[src/rtl/plni_pkg.sv]
// Shared constants and types for the periodic lattice neighbor index block.
// No dependencies; imported by periodic_lattice_neighbor_index.
`timescale 1ns / 1ps

package plni_pkg;

	localparam int MAX_DIMS      = 4;
	localparam int MAX_SIDE      = 64;
	localparam int IDX_W         = 24;                   // site index width
	localparam int VOL_W         = IDX_W + 1;            // volume reaches 2**24
	localparam int CFG_W         = 32;
	localparam int ADDR_W        = 5;
	localparam int DIMS_W        = 3;                    // dims_used register width
	localparam int LEN_W         = 7;                    // side_len register width
	localparam int COORD_W       = $clog2(MAX_SIDE);     // coordinate 0..MAX_SIDE-1
	localparam int DIV_DIMS      = MAX_DIMS - 1;         // last coordinate needs no divide
	localparam int STEPS_PER_STG = 8;
	localparam int STG_PER_DIM   = IDX_W / STEPS_PER_STG;
	localparam int DIV_STAGES    = DIV_DIMS * STG_PER_DIM;
	localparam int LATENCY       = DIV_STAGES + 2;       // accept edge to strobe sample
	localparam int SETTLE_CYC    = 6;
	localparam int SETTLE_W      = 3;

	typedef logic [LEN_W-1:0] len_t;

	typedef enum logic [DIMS_W-1:0] {
		REG_DIMS_USED  = 3'd0,
		REG_SIDE_LEN_0 = 3'd1,
		REG_SIDE_LEN_1 = 3'd2,
		REG_SIDE_LEN_2 = 3'd3,
		REG_SIDE_LEN_3 = 3'd4
	} reg_idx_t;

	// Payload carried down the radix division pipeline.
	typedef struct packed {
		logic                                in_range;
		logic [IDX_W-1:0]                    idx;
		logic [IDX_W-1:0]                    quo;    // dividend bits in, quotient bits out
		logic [COORD_W-1:0]                  rem;    // partial remainder
		logic [DIV_DIMS-2:0][COORD_W-1:0]    coord;  // finished coordinates
	} div_pl_t;

endpackage

[src/rtl/periodic_lattice_neighbor_index.sv]
// Periodic hypercubic lattice neighbor index unit, top level.
// Depends on plni_pkg (constants, register codes, pipeline payload type).
`timescale 1ns / 1ps

// A site index is taken at every rising edge where start is high and busy is
// low, one per cycle with no gaps required. Its result appears on the result
// ports marked by a one-cycle done strobe, in the order the indices were
// taken. The receiver cannot stall the block, so results must be captured in
// the cycle done is high. The pipeline follows the mixed-radix split: three
// 24-bit restoring divisions by the side lengths, eight quotient bits per
// pipeline stage, nine stages in all, plus an entry stage (volume check) and
// an exit stage (neighbor adds). busy is high after reset and after every
// register write while the per-dimension lengths, strides and volume are
// recomputed; it is low at all other times. Registers sit on an APB-style
// port at byte addresses 0 (dims_used) and 4, 8, 12, 16 (side_len_0..3);
// writes are meant to happen with no transaction in flight. Out-of-range
// indices (at or above the volume) give an all-zero result; directions
// beyond dims_used (clamped to 1..4) give zero.
module periodic_lattice_neighbor_index (
	input  logic                        clk,
	input  logic                        arst_n,
	// configuration port
	input  logic                        psel,
	input  logic                        penable,
	input  logic                        pwrite,
	input  logic [plni_pkg::ADDR_W-1:0] paddr,
	input  logic [plni_pkg::CFG_W-1:0]  pwdata,
	output logic [plni_pkg::CFG_W-1:0]  prdata,
	output logic                        pready,
	// command side
	input  logic                        start,
	output logic                        busy,
	input  logic [plni_pkg::IDX_W-1:0]  site_index,
	// result side
	output logic                        done,
	output logic                        in_range,
	output logic                        parity,
	output logic [plni_pkg::IDX_W-1:0]  fwd_nbr_0,
	output logic [plni_pkg::IDX_W-1:0]  bwd_nbr_0,
	output logic [plni_pkg::IDX_W-1:0]  fwd_nbr_1,
	output logic [plni_pkg::IDX_W-1:0]  bwd_nbr_1,
	output logic [plni_pkg::IDX_W-1:0]  fwd_nbr_2,
	output logic [plni_pkg::IDX_W-1:0]  bwd_nbr_2,
	output logic [plni_pkg::IDX_W-1:0]  fwd_nbr_3,
	output logic [plni_pkg::IDX_W-1:0]  bwd_nbr_3
);
	import plni_pkg::*;

	// Eight restoring-division steps; remainder stays below the divisor.
	function automatic div_pl_t div_steps(input div_pl_t d_in, input len_t len);
		div_pl_t          d;
		logic [COORD_W:0] r;
		d = d_in;
		for (int j = 0; j < STEPS_PER_STG; j++) begin
			r     = {d.rem, d.quo[IDX_W-1]};
			d.quo = {d.quo[IDX_W-2:0], 1'b0};
			if (r >= len) begin
				r        = r - len;
				d.quo[0] = 1'b1;
			end
			d.rem = r[COORD_W-1:0];
		end
		return d;
	endfunction

	//------------------------------------------------------------------
	// Configuration registers
	//------------------------------------------------------------------
	logic                        cfg_wr;
	reg_idx_t                    cfg_idx;
	logic [DIMS_W-1:0]           dims_used_q;
	len_t [MAX_DIMS-1:0]         side_len_q;
	logic [SETTLE_W-1:0]         settle_q;

	assign pready  = 1'b1;
	assign cfg_wr  = psel && penable && pwrite && pready;
	assign cfg_idx = reg_idx_t'(paddr[ADDR_W-1:2]);

	always_ff @(posedge clk or negedge arst_n) begin
		if (!arst_n) begin
			dims_used_q <= DIMS_W'(MAX_DIMS);
			for (int d = 0; d < MAX_DIMS; d++) side_len_q[d] <= LEN_W'(8);
		end else if (cfg_wr) begin
			case (cfg_idx)
				REG_DIMS_USED:  dims_used_q   <= pwdata[DIMS_W-1:0];
				REG_SIDE_LEN_0: side_len_q[0] <= pwdata[LEN_W-1:0];
				REG_SIDE_LEN_1: side_len_q[1] <= pwdata[LEN_W-1:0];
				REG_SIDE_LEN_2: side_len_q[2] <= pwdata[LEN_W-1:0];
				REG_SIDE_LEN_3: side_len_q[3] <= pwdata[LEN_W-1:0];
				default: ;
			endcase
		end
	end

	always_comb begin
		case (cfg_idx)
			REG_DIMS_USED:  prdata = CFG_W'(dims_used_q);
			REG_SIDE_LEN_0: prdata = CFG_W'(side_len_q[0]);
			REG_SIDE_LEN_1: prdata = CFG_W'(side_len_q[1]);
			REG_SIDE_LEN_2: prdata = CFG_W'(side_len_q[2]);
			REG_SIDE_LEN_3: prdata = CFG_W'(side_len_q[3]);
			default:        prdata = '0;
		endcase
	end

	// Hold off commands while derived geometry catches up with the registers.
	always_ff @(posedge clk or negedge arst_n) begin
		if (!arst_n) begin
			settle_q <= SETTLE_W'(SETTLE_CYC);
		end else if (cfg_wr) begin
			settle_q <= SETTLE_W'(SETTLE_CYC);
		end else if (settle_q != '0) begin
			settle_q <= settle_q - SETTLE_W'(1);
		end
	end

	assign busy = (settle_q != '0);

	//------------------------------------------------------------------
	// Derived geometry: clamped lengths, strides, volume, wrap offsets.
	// At most one multiply per register level.
	//------------------------------------------------------------------
	logic [DIMS_W-1:0]           nd_eff;
	len_t [MAX_DIMS-1:0]         len_eff;
	logic [DIMS_W-1:0]           nd_q;
	len_t [MAX_DIMS-1:0]         len_q;
	logic [IDX_W-1:0]            str2_q;
	logic [IDX_W-1:0]            str3_q;
	logic [VOL_W-1:0]            vol_q;
	logic [MAX_DIMS-1:0][IDX_W-1:0] stride;
	logic [MAX_DIMS-1:0][IDX_W-1:0] stride_nxt;
	logic [MAX_DIMS-1:0][IDX_W-1:0] wrap_q;   // (len-1)*stride

	always_comb begin
		if (dims_used_q == '0)                      nd_eff = DIMS_W'(1);
		else if (dims_used_q > DIMS_W'(MAX_DIMS))   nd_eff = DIMS_W'(MAX_DIMS);
		else                                        nd_eff = dims_used_q;
		for (int d = 0; d < MAX_DIMS; d++) begin
			if (DIMS_W'(d) >= nd_eff)                 len_eff[d] = LEN_W'(1);
			else if (side_len_q[d] == '0)             len_eff[d] = LEN_W'(1);
			else if (side_len_q[d] > LEN_W'(MAX_SIDE)) len_eff[d] = LEN_W'(MAX_SIDE);
			else                                      len_eff[d] = side_len_q[d];
		end
	end

	assign stride[0]     = IDX_W'(1);
	assign stride[1]     = IDX_W'(len_q[0]);
	assign stride[2]     = str2_q;
	assign stride[3]     = str3_q;
	assign stride_nxt[0] = stride[1];
	assign stride_nxt[1] = stride[2];
	assign stride_nxt[2] = stride[3];
	assign stride_nxt[3] = vol_q[IDX_W-1:0];

	always_ff @(posedge clk) begin
		nd_q   <= nd_eff;
		len_q  <= len_eff;
		str2_q <= IDX_W'(len_q[0]) * IDX_W'(len_q[1]);
		str3_q <= str2_q * IDX_W'(len_q[2]);
		vol_q  <= VOL_W'(str3_q) * VOL_W'(len_q[3]);
		for (int d = 0; d < MAX_DIMS; d++) wrap_q[d] <= stride_nxt[d] - stride[d];
	end

	//------------------------------------------------------------------
	// Entry stage: volume check, load the divider.
	// div_s[0] is the entry register, div_s[k+1] the output of divide stage k.
	//------------------------------------------------------------------
	logic                    accept;
	logic [DIV_STAGES:0]     div_vld_s;
	div_pl_t                 div_s [DIV_STAGES+1];

	assign accept = start && !busy;

	always_ff @(posedge clk or negedge arst_n) begin
		if (!arst_n) begin
			div_vld_s <= '0;
		end else begin
			div_vld_s <= {div_vld_s[DIV_STAGES-1:0], accept};
		end
	end

	always_ff @(posedge clk) begin
		if (accept) begin
			div_s[0].in_range <= ({1'b0, site_index} < vol_q);
			div_s[0].idx      <= site_index;
			div_s[0].quo      <= site_index;
			div_s[0].rem      <= '0;
			div_s[0].coord    <= '0;
		end
	end

	//------------------------------------------------------------------
	// Divide stages: STG_PER_DIM stages per dimension. At a dimension
	// boundary the finished remainder becomes a coordinate and the
	// quotient is the next dividend.
	//------------------------------------------------------------------
	for (genvar k = 0; k < DIV_STAGES; k++) begin : g_div
		localparam int DIM = k / STG_PER_DIM;
		div_pl_t pre;
		div_pl_t nxt;

		if ((k % STG_PER_DIM) == 0 && k > 0) begin : g_new_dim
			always_comb begin
				pre              = div_s[k];
				pre.coord[DIM-1] = div_s[k].rem;
				pre.rem          = '0;
			end
		end else begin : g_cont
			assign pre = div_s[k];
		end

		assign nxt = div_steps(pre, len_q[DIM]);

		always_ff @(posedge clk) begin
			if (div_vld_s[k]) div_s[k+1] <= nxt;
		end
	end

	//------------------------------------------------------------------
	// Exit stage: parity and wrapped neighbor adds.
	//------------------------------------------------------------------
	div_pl_t                            fin;
	logic [MAX_DIMS-1:0][COORD_W-1:0]   coord;
	logic                               par_nxt;
	logic [MAX_DIMS-1:0][IDX_W-1:0]     fwd_nxt;
	logic [MAX_DIMS-1:0][IDX_W-1:0]     bwd_nxt;
	logic                               done_q;
	logic                               in_range_q;
	logic                               parity_q;
	logic [MAX_DIMS-1:0][IDX_W-1:0]     fwd_q;
	logic [MAX_DIMS-1:0][IDX_W-1:0]     bwd_q;

	assign fin      = div_s[DIV_STAGES];
	assign coord[0] = fin.coord[0];
	assign coord[1] = fin.coord[1];
	assign coord[2] = fin.rem;
	assign coord[3] = fin.quo[COORD_W-1:0];   // in range, the last quotient is below len_3

	always_comb begin
		par_nxt = 1'b0;
		for (int d = 0; d < MAX_DIMS; d++) begin
			par_nxt = par_nxt ^ coord[d][0];
			// top coordinate wraps forward, zero coordinate wraps backward
			if (coord[d] == COORD_W'(len_q[d] - LEN_W'(1))) begin
				fwd_nxt[d] = fin.idx - wrap_q[d];
			end else begin
				fwd_nxt[d] = fin.idx + stride[d];
			end
			if (coord[d] == '0) begin
				bwd_nxt[d] = fin.idx + wrap_q[d];
			end else begin
				bwd_nxt[d] = fin.idx - stride[d];
			end
			if (!fin.in_range || DIMS_W'(d) >= nd_q) begin
				fwd_nxt[d] = '0;
				bwd_nxt[d] = '0;
			end
		end
		if (!fin.in_range) par_nxt = 1'b0;
	end

	always_ff @(posedge clk or negedge arst_n) begin
		if (!arst_n) begin
			done_q <= 1'b0;
		end else begin
			done_q <= div_vld_s[DIV_STAGES];
		end
	end

	always_ff @(posedge clk) begin
		if (div_vld_s[DIV_STAGES]) begin
			in_range_q <= fin.in_range;
			parity_q   <= par_nxt;
			fwd_q      <= fwd_nxt;
			bwd_q      <= bwd_nxt;
		end
	end

	assign done      = done_q;
	assign in_range  = in_range_q;
	assign parity    = parity_q;
	assign fwd_nbr_0 = fwd_q[0];
	assign bwd_nbr_0 = bwd_q[0];
	assign fwd_nbr_1 = fwd_q[1];
	assign bwd_nbr_1 = bwd_q[1];
	assign fwd_nbr_2 = fwd_q[2];
	assign bwd_nbr_2 = bwd_q[2];
	assign fwd_nbr_3 = fwd_q[3];
	assign bwd_nbr_3 = bwd_q[3];

	//------------------------------------------------------------------
	// Assertions
	//------------------------------------------------------------------
	// every result strobe traces back to exactly one accepted command
	a_done_from_accept: assert property (@(posedge clk) disable iff (!arst_n)
		done |-> $past(start && !busy, LATENCY))
		else $error("result strobe without a matching accepted transaction");

	// every accepted command produces its strobe after the fixed latency
	a_accept_to_done: assert property (@(posedge clk) disable iff (!arst_n)
		(start && !busy) |-> ##LATENCY done)
		else $error("accepted transaction lost in the pipeline");

	// an out-of-range site gives zero parity and zero neighbors in dimensions 0 and 3
	a_oor_zero: assert property (@(posedge clk) disable iff (!arst_n)
		(done && !in_range) |-> (!parity && fwd_nbr_0 == '0 && bwd_nbr_0 == '0
			&& fwd_nbr_3 == '0 && bwd_nbr_3 == '0))
		else $error("out-of-range result is not all zero");

	// a register write blocks commands while geometry settles
	a_cfg_busy: assert property (@(posedge clk) disable iff (!arst_n)
		(psel && penable && pwrite) |=> busy)
		else $error("busy not raised after a register write");

endmodule

[config.mk]
export PLATFORM = sky130hd
export DESIGN_NAME = periodic_lattice_neighbor_index
export DESIGN_NICKNAME = d
export VERILOG_FILES = /design/src/rtl/plni_pkg.sv /design/src/rtl/periodic_lattice_neighbor_index.sv
export SDC_FILE = /design/constraint.sdc
export NUM_CORES = 2
export LEC_CHECK = 0
export BUFFER_PORTS_ARGS = -buffer_cell sky130_fd_sc_hd__buf_2
export CAP_MARGIN = 20
export CORE_ASPECT_RATIO = 0.75
export CORE_MARGIN = 2
export CORE_UTILIZATION = 40
export CTS_CLUSTER_DIAMETER = 60
export CTS_CLUSTER_SIZE = 24
export DETAILED_ROUTE_END_ITERATION = 16
export GPL_TIMING_DRIVEN = 0
export MAX_ROUTING_LAYER = met4
export SETUP_SLACK_MARGIN = 0.2
export SYNTH_ARGS = -nofsm -noshare
export SYNTH_HDL_FRONTEND = slang
export SYNTH_SLANG_ARGS = --single-unit
[constraint.sdc]
create_clock -name clk -period 38.4 [get_ports clk]
set_clock_uncertainty 0.15 [all_clocks]
set_input_delay 0 -clock clk [delete_from_list [all_inputs] [get_ports clk]]
set_output_delay 0 -clock clk [all_outputs]
set_load 0.005 [all_outputs]
== Word level (Yosys, flattened, before mapping) ==
Memory sizes are Yosys's and may differ from the RTL's.
Index checks and enable logic that the tools add are counted.

* Register bits: 401
* Latch bits: 0
* Bits in writable memories: 670
* Bits in read-only memories: 0
* Bits of input ports: 67
* Output and inout bits: 229
* Memories: 1

* Add/sub/neg operators: 97
* $mul: 3
* Divide/modulo/power cells: 0
* Magnitude comparators: 86
* Equal/unequal tests: 8
* Shift operators: 0
* Muxes and demuxes: 181
* Bitwise logic cells: 3
* Reduce and logical (&&, ||, !) cells: 34

{| class="wikitable"
|+ Memory list
! name !! depth !! width !! read ports !! clocked after memory_dff !! wr ports !! RTL line !! RTL
|-
| div_s || 10 || 67 || 10 || 0 || 10 || periodic_lattice_neighbor_index.sv:170 || <nowiki>div_pl_t div_s [DIV_STAGES+1];</nowiki>
|}

{| class="wikitable"
|+ Operators by type and width
! kind !! number
|-
| $ge 7x7->1 || 70
|-
| $mux 6 || 72
|-
| $sub 6x6->6 || 70
|-
| $mux 24 || 8
|-
| $add 24x24->24 || 4
|-
| $sub 24x24->24 || 4
|-
| $mux 1 || 92
|-
| $sub 24x21->24 || 2
|-
| $pmux 7 s5 || 1
|-
| $gt 7x7->1 const B || 4
|-
| $logic_not 7->1 || 4
|-
| $mux 7 || 4
|-
| $lt 24x25->1 || 1
|-
| $mul 21x7->25 || 1
|-
| $add 24x1->24 const B || 1
|-
| $add 24x14->24 || 1
|-
| $add 24x21->24 || 1
|-
| $add 24x7->24 || 1
|-
| $eq 6x6->1 || 4
|-
| $logic_not 6->1 || 4
|-
| $sub 24x1->24 const B || 1
|-
| $sub 24x14->24 || 1
|-
| $sub 24x7->24 || 1
|-
| $sub 6x1->6 const B || 4
|-
| other kinds (25) || 56
|}

== Logic depth before layout (Yosys ltp) ==
An unclocked memory read counts as a cell.

* Depth after elaboration: 17
* Gate-level depth with buffers: 71
* Depth with buffers taken out: 67

== Worst setup path after synthesis ==
No wires, ideal clock.

* Path type: reg2reg
* Start point: reg len_q[8] in the netlist's numbering
* End point: mem div_s[6][14] in the netlist's numbering, data pin
* Arrival time: 15.096 ns
* Slack: 22.894 ns
* Stages on the path, launching flop included: 67
* Period minus slack after synthesis: 15.506 ns
* Path through: dfxtp_1 > inv_1 > ha_1 > a21o_1 > a21o_1 > a21o_1 > o21a_1 > nor2_1 > mux2_2 > ha_1 > a21o_1 > a21o_1 > a21oi_1 > nor2b_1 > mux2_2 > inv_1 > ha_1 > a21o_1 > (+31 left out) > ha_1 > nor2b_1 > o21ai_0 > a21oi_1 > o21ai_0 > a21boi_0 > o22ai_1 > clkinv_1 > a21oi_1 > ha_1 > a21o_1 > a21o_1 > a21o_1 > a21o_1 > a2111o_1 > o21ai_1 > inv_1 > mux2_2

{| class="wikitable"
|+ RTL lines
! item !! RTL line !! RTL
|-
| from (decl) || periodic_lattice_neighbor_index.sv:126 || <nowiki>len_t [MAX_DIMS-1:0] len_q;</nowiki>
|-
| from (signal assigned) || periodic_lattice_neighbor_index.sv:157 || <nowiki>len_q <= len_eff;</nowiki>
|-
| to (decl) || periodic_lattice_neighbor_index.sv:170 ||
|}

==> results.json <==
{
  "cap_violations": 0,
  "synth_area_um2": 72490,
  "start_util": 0.4022,
  "drive_above_1_share": 0.1019,
  "relSlewSlack": 0.2303,
  "track_usage": 0.2252,
  "drt-initial-drc-count": 4610,
  "post-route-min-period_ns": 17.49,
  "worst_ep_arrival_time_ns": 17.79,
  "gp_congestion": 0.9438,
  "synth_cell_types": 105,
  "outcome": "completed",
  "post-route-drc-count": 0,
  "std_cell_rows": 135,
  "r2r_start": "len_q[8]",
  "path_clk_slew_ns": 0.09,
  "mostFrequentLayoutCells": "ha_1, edfxtp_1, inv_1",
  "die_w_um": 495.6,
  "insertion_delay_ns": 0.72,
  "hold_path.class": "in2reg",
  "n_fill_cell": 16940,
  "port_buffers": 241,
  "fin_tns_setup_ns": 0,
  "core_um2": 180200,
  "drv_slew": 0,
  "synth_top_family_by_area": "adder cells",
  "max_freq_mhz": 57.19,
  "layout_commonest_cell": "ha_1",
  "wire_per_inst_um": 20.22,
  "synth_seq_area_share": 0.3506,
  "overflow": 0,
  "r2r_cells": 66,
  "clockBufferDepth": 3,
  "hold_viol_final": 0,
  "cts.repair.resized": 0,
  "path_max_fanout": 24,
  "critPathMaxStageDelay_ns": 0.76,
  "synth_xor_xnor_area_share": 0.06826,
  "area_growth_pct": 11.56,
  "critPathRequiredTime_ns": 38.71,
  "htreeDepth": 3,
  "synth-async-reset-ratio": 0.04961,
  "die_h_um": 372.7,
  "drt-pass1-iter-count": 8,
  "cts_root_buf": "clkbuf_16",
  "synthFlopType": "edfxtp_1",
  "fin_nets": 8819,
  "yosys.area_share.simple": 0.1158,
  "grt_pass1_wl_um": 315400,
  "yosys_warnings": 0,
  "synth_compound_gate_area_share": 0.1497,
  "cts_tree": "done",
  "place_hpwl_um": 159700,
  "synth_mux_area_frac": 0.05223,
  "synth_seq_cells": 907,
  "grt_pass1_vias": 53540,
  "tightestPinTransition_ns": 1.155,
  "worstSetupPathType": "reg2reg",
  "synthAdderAreaFrac": 0.2176,
  "postRouteAntennaNets": 0,
  "cts_buffers": 77,
  "num_io_pins": 296,
  "timing.rr.end": "div_s[6][17]",
  "die-area_um2": 184700,
  "end_kind": "flip-flop",
  "cp_common_cell": "a21o_1",
  "synth_edf_count": 702,
  "reg2reg_slack_ns": 20.91,
  "antenna_found_initial": 16,
  "cts.sink_count": 907,
  "timing.final.crit_share": 0.4553,
  "rsz0062_at_grt": "no",
  "wirelength_um": 204300,
  "grt_max_degree": 73,
  "via_per_inst": 5.436,
  "synth_cells": 7205,
  "vias": 54940,
  "cp-startpoint": "len_q[8]",
  "worstSetupStartpointType": "flip-flop",
  "setup_violations": 0,
  "synth_area_per_cell_um2": 10.06,
  "endpoint": "div_s[6][17]",
  "slowest_stage": "dfxtp_2"
}
==> metrics by stage <==
| stage | cells | setup slack, ns | utilization | hold slack [ns] | area [um^2] |
|---|---|---|---|---|---|
| global placement | 9867 | 18.79 | 0.4261 | 0.05617 | 76790 |
| CTS | 10100 | 21.13 | 0.4486 | 0.04213 | 80860 |
| global route | 10110 | 19.55 | 0.4487 | 0.06108 | 80870 |
| floorplan | 7229 | 22.89 | - | -0.4456 | 72580 |
| finish | 10110 | 20.91 | 0.4487 | 0.1072 | 80870 |
| detailed placement | 9893 | 21.22 | 0.4295 | -0.004942 | 77410 |
==> cells in the mapped netlist (127+ instances only) <==
library cell | instances | area [um^2]
edfxtp_1 | 702 | 21080
nand2b_1 | 133 | 832.1
dfxtp_1 | 160 | 3203
ha_1 | 853 | 10670
inv_1 | 672 | 2522
o21ai_0 | 321 | 1607
a21o_1 | 345 | 2590
xor2_1 | 197 | 1725
nand2_1 | 513 | 1926
xnor2_1 | 368 | 3223
fa_1 | 255 | 5105
mux2_2 | 219 | 2466
nor2_1 | 540 | 2027
mux2i_1 | 127 | 1271
a21oi_1 | 411 | 2057
==> critical path: cells and delay by family, from the launching register on <==
family	cells	cell delay, ns
adders and majority gates	8	2.59
DFF	1	0.76
AOI/OAI and AO/OA	33	7.18
and+or+nand+nor	7	1.53
buffers and inverters	14	3.41
muxes	4	1.53
==> cell families (layout without fill, tap and decap cells) <==
| kind of cell | Yosys count | after routing |
|---|---|---|
| fa+ha+maj | 1108 | 1108 |
| compound gates | 1649 | 1649 |
| mux | 349 | 349 |
| xor+xnor | 565 | 565 |
| simple gates | 1777 | 1777 |
| flops | 907 | 907 |
| other cells | 2 | 32 |
| buf+inv | 848 | 1322 |
==> state kept, by name (all words and copies together) (netlist names) <==
| signal | cells |
|---|---|
| nd_q | 3 |
| fwd_nbr_2 | 24 |
| done | 1 |
| div_vld_s | 10 |
| fwd_nbr_3 | 24 |
| in_range | 1 |
| bwd_nbr_0 | 24 |
| parity | 1 |
| fwd_nbr_0 | 24 |
| bwd_nbr_1 | 24 |
| bwd_nbr_3 | 24 |
| vol_q | 25 |
| fwd_nbr_1 | 24 |
| side_len_q | 28 |
| bwd_nbr_2 | 24 |
| div_s | 508 |
| wrap_q | 69 |
| dims_used_q | 3 |
| str3_q | 21 |
| len_q | 28 |
| str2_q | 14 |
| settle_q | 3 |
==> worst min-delay path by stage <==
stage / cells after the start / startpoint / to
global route: 3 / pwdata[6] / side_len_q[27]
finish: 3 / pwdata[6] / side_len_q[27]
global placement: 1 / site_index[11] / div_s[0][53]
CTS: 6 / psel / side_len_q[5]
detailed placement: 1 / arst_n / div_vld_s[2]
floorplan: 0 / arst_n / dims_used_q[0]
==> metal layers <==
metal | track usage | up-vias | part of all wire
met5 | - | - | 0
met4 | 0.04892 | 0 | 0.022
met3 | 0.04184 | 241 | 0.071
met2 | 0.3229 | 1643 | 0.42
met1 | 0.3283 | 26560 | 0.49
li1 | - | 26500 | -
==> final cells by class <==
class,instances,area [um^2],area share
inverter,685,2572,0.03181
clock inverter,53,711.9,0.008803
antenna,6,15.01,0.0001857
multi-input combinational,5474,43860,0.5423
buffer,163,735.7,0.009097
timing repair buffer,336,2494,0.03083
sequential,907,25450,0.3147
tap,2397,2999,0.03709
clock buffer,85,2031,0.02511
==> timing repair <==
item / CTS / global route
endpoints found under the hold margin: 130 / 0
hold buffers: 69 / 0
setup buffers: 0 / 0
Power is left out: the tool's default activity adds up to more than one toggle a clock period on the data nets, which glitch-free logic cannot reach.
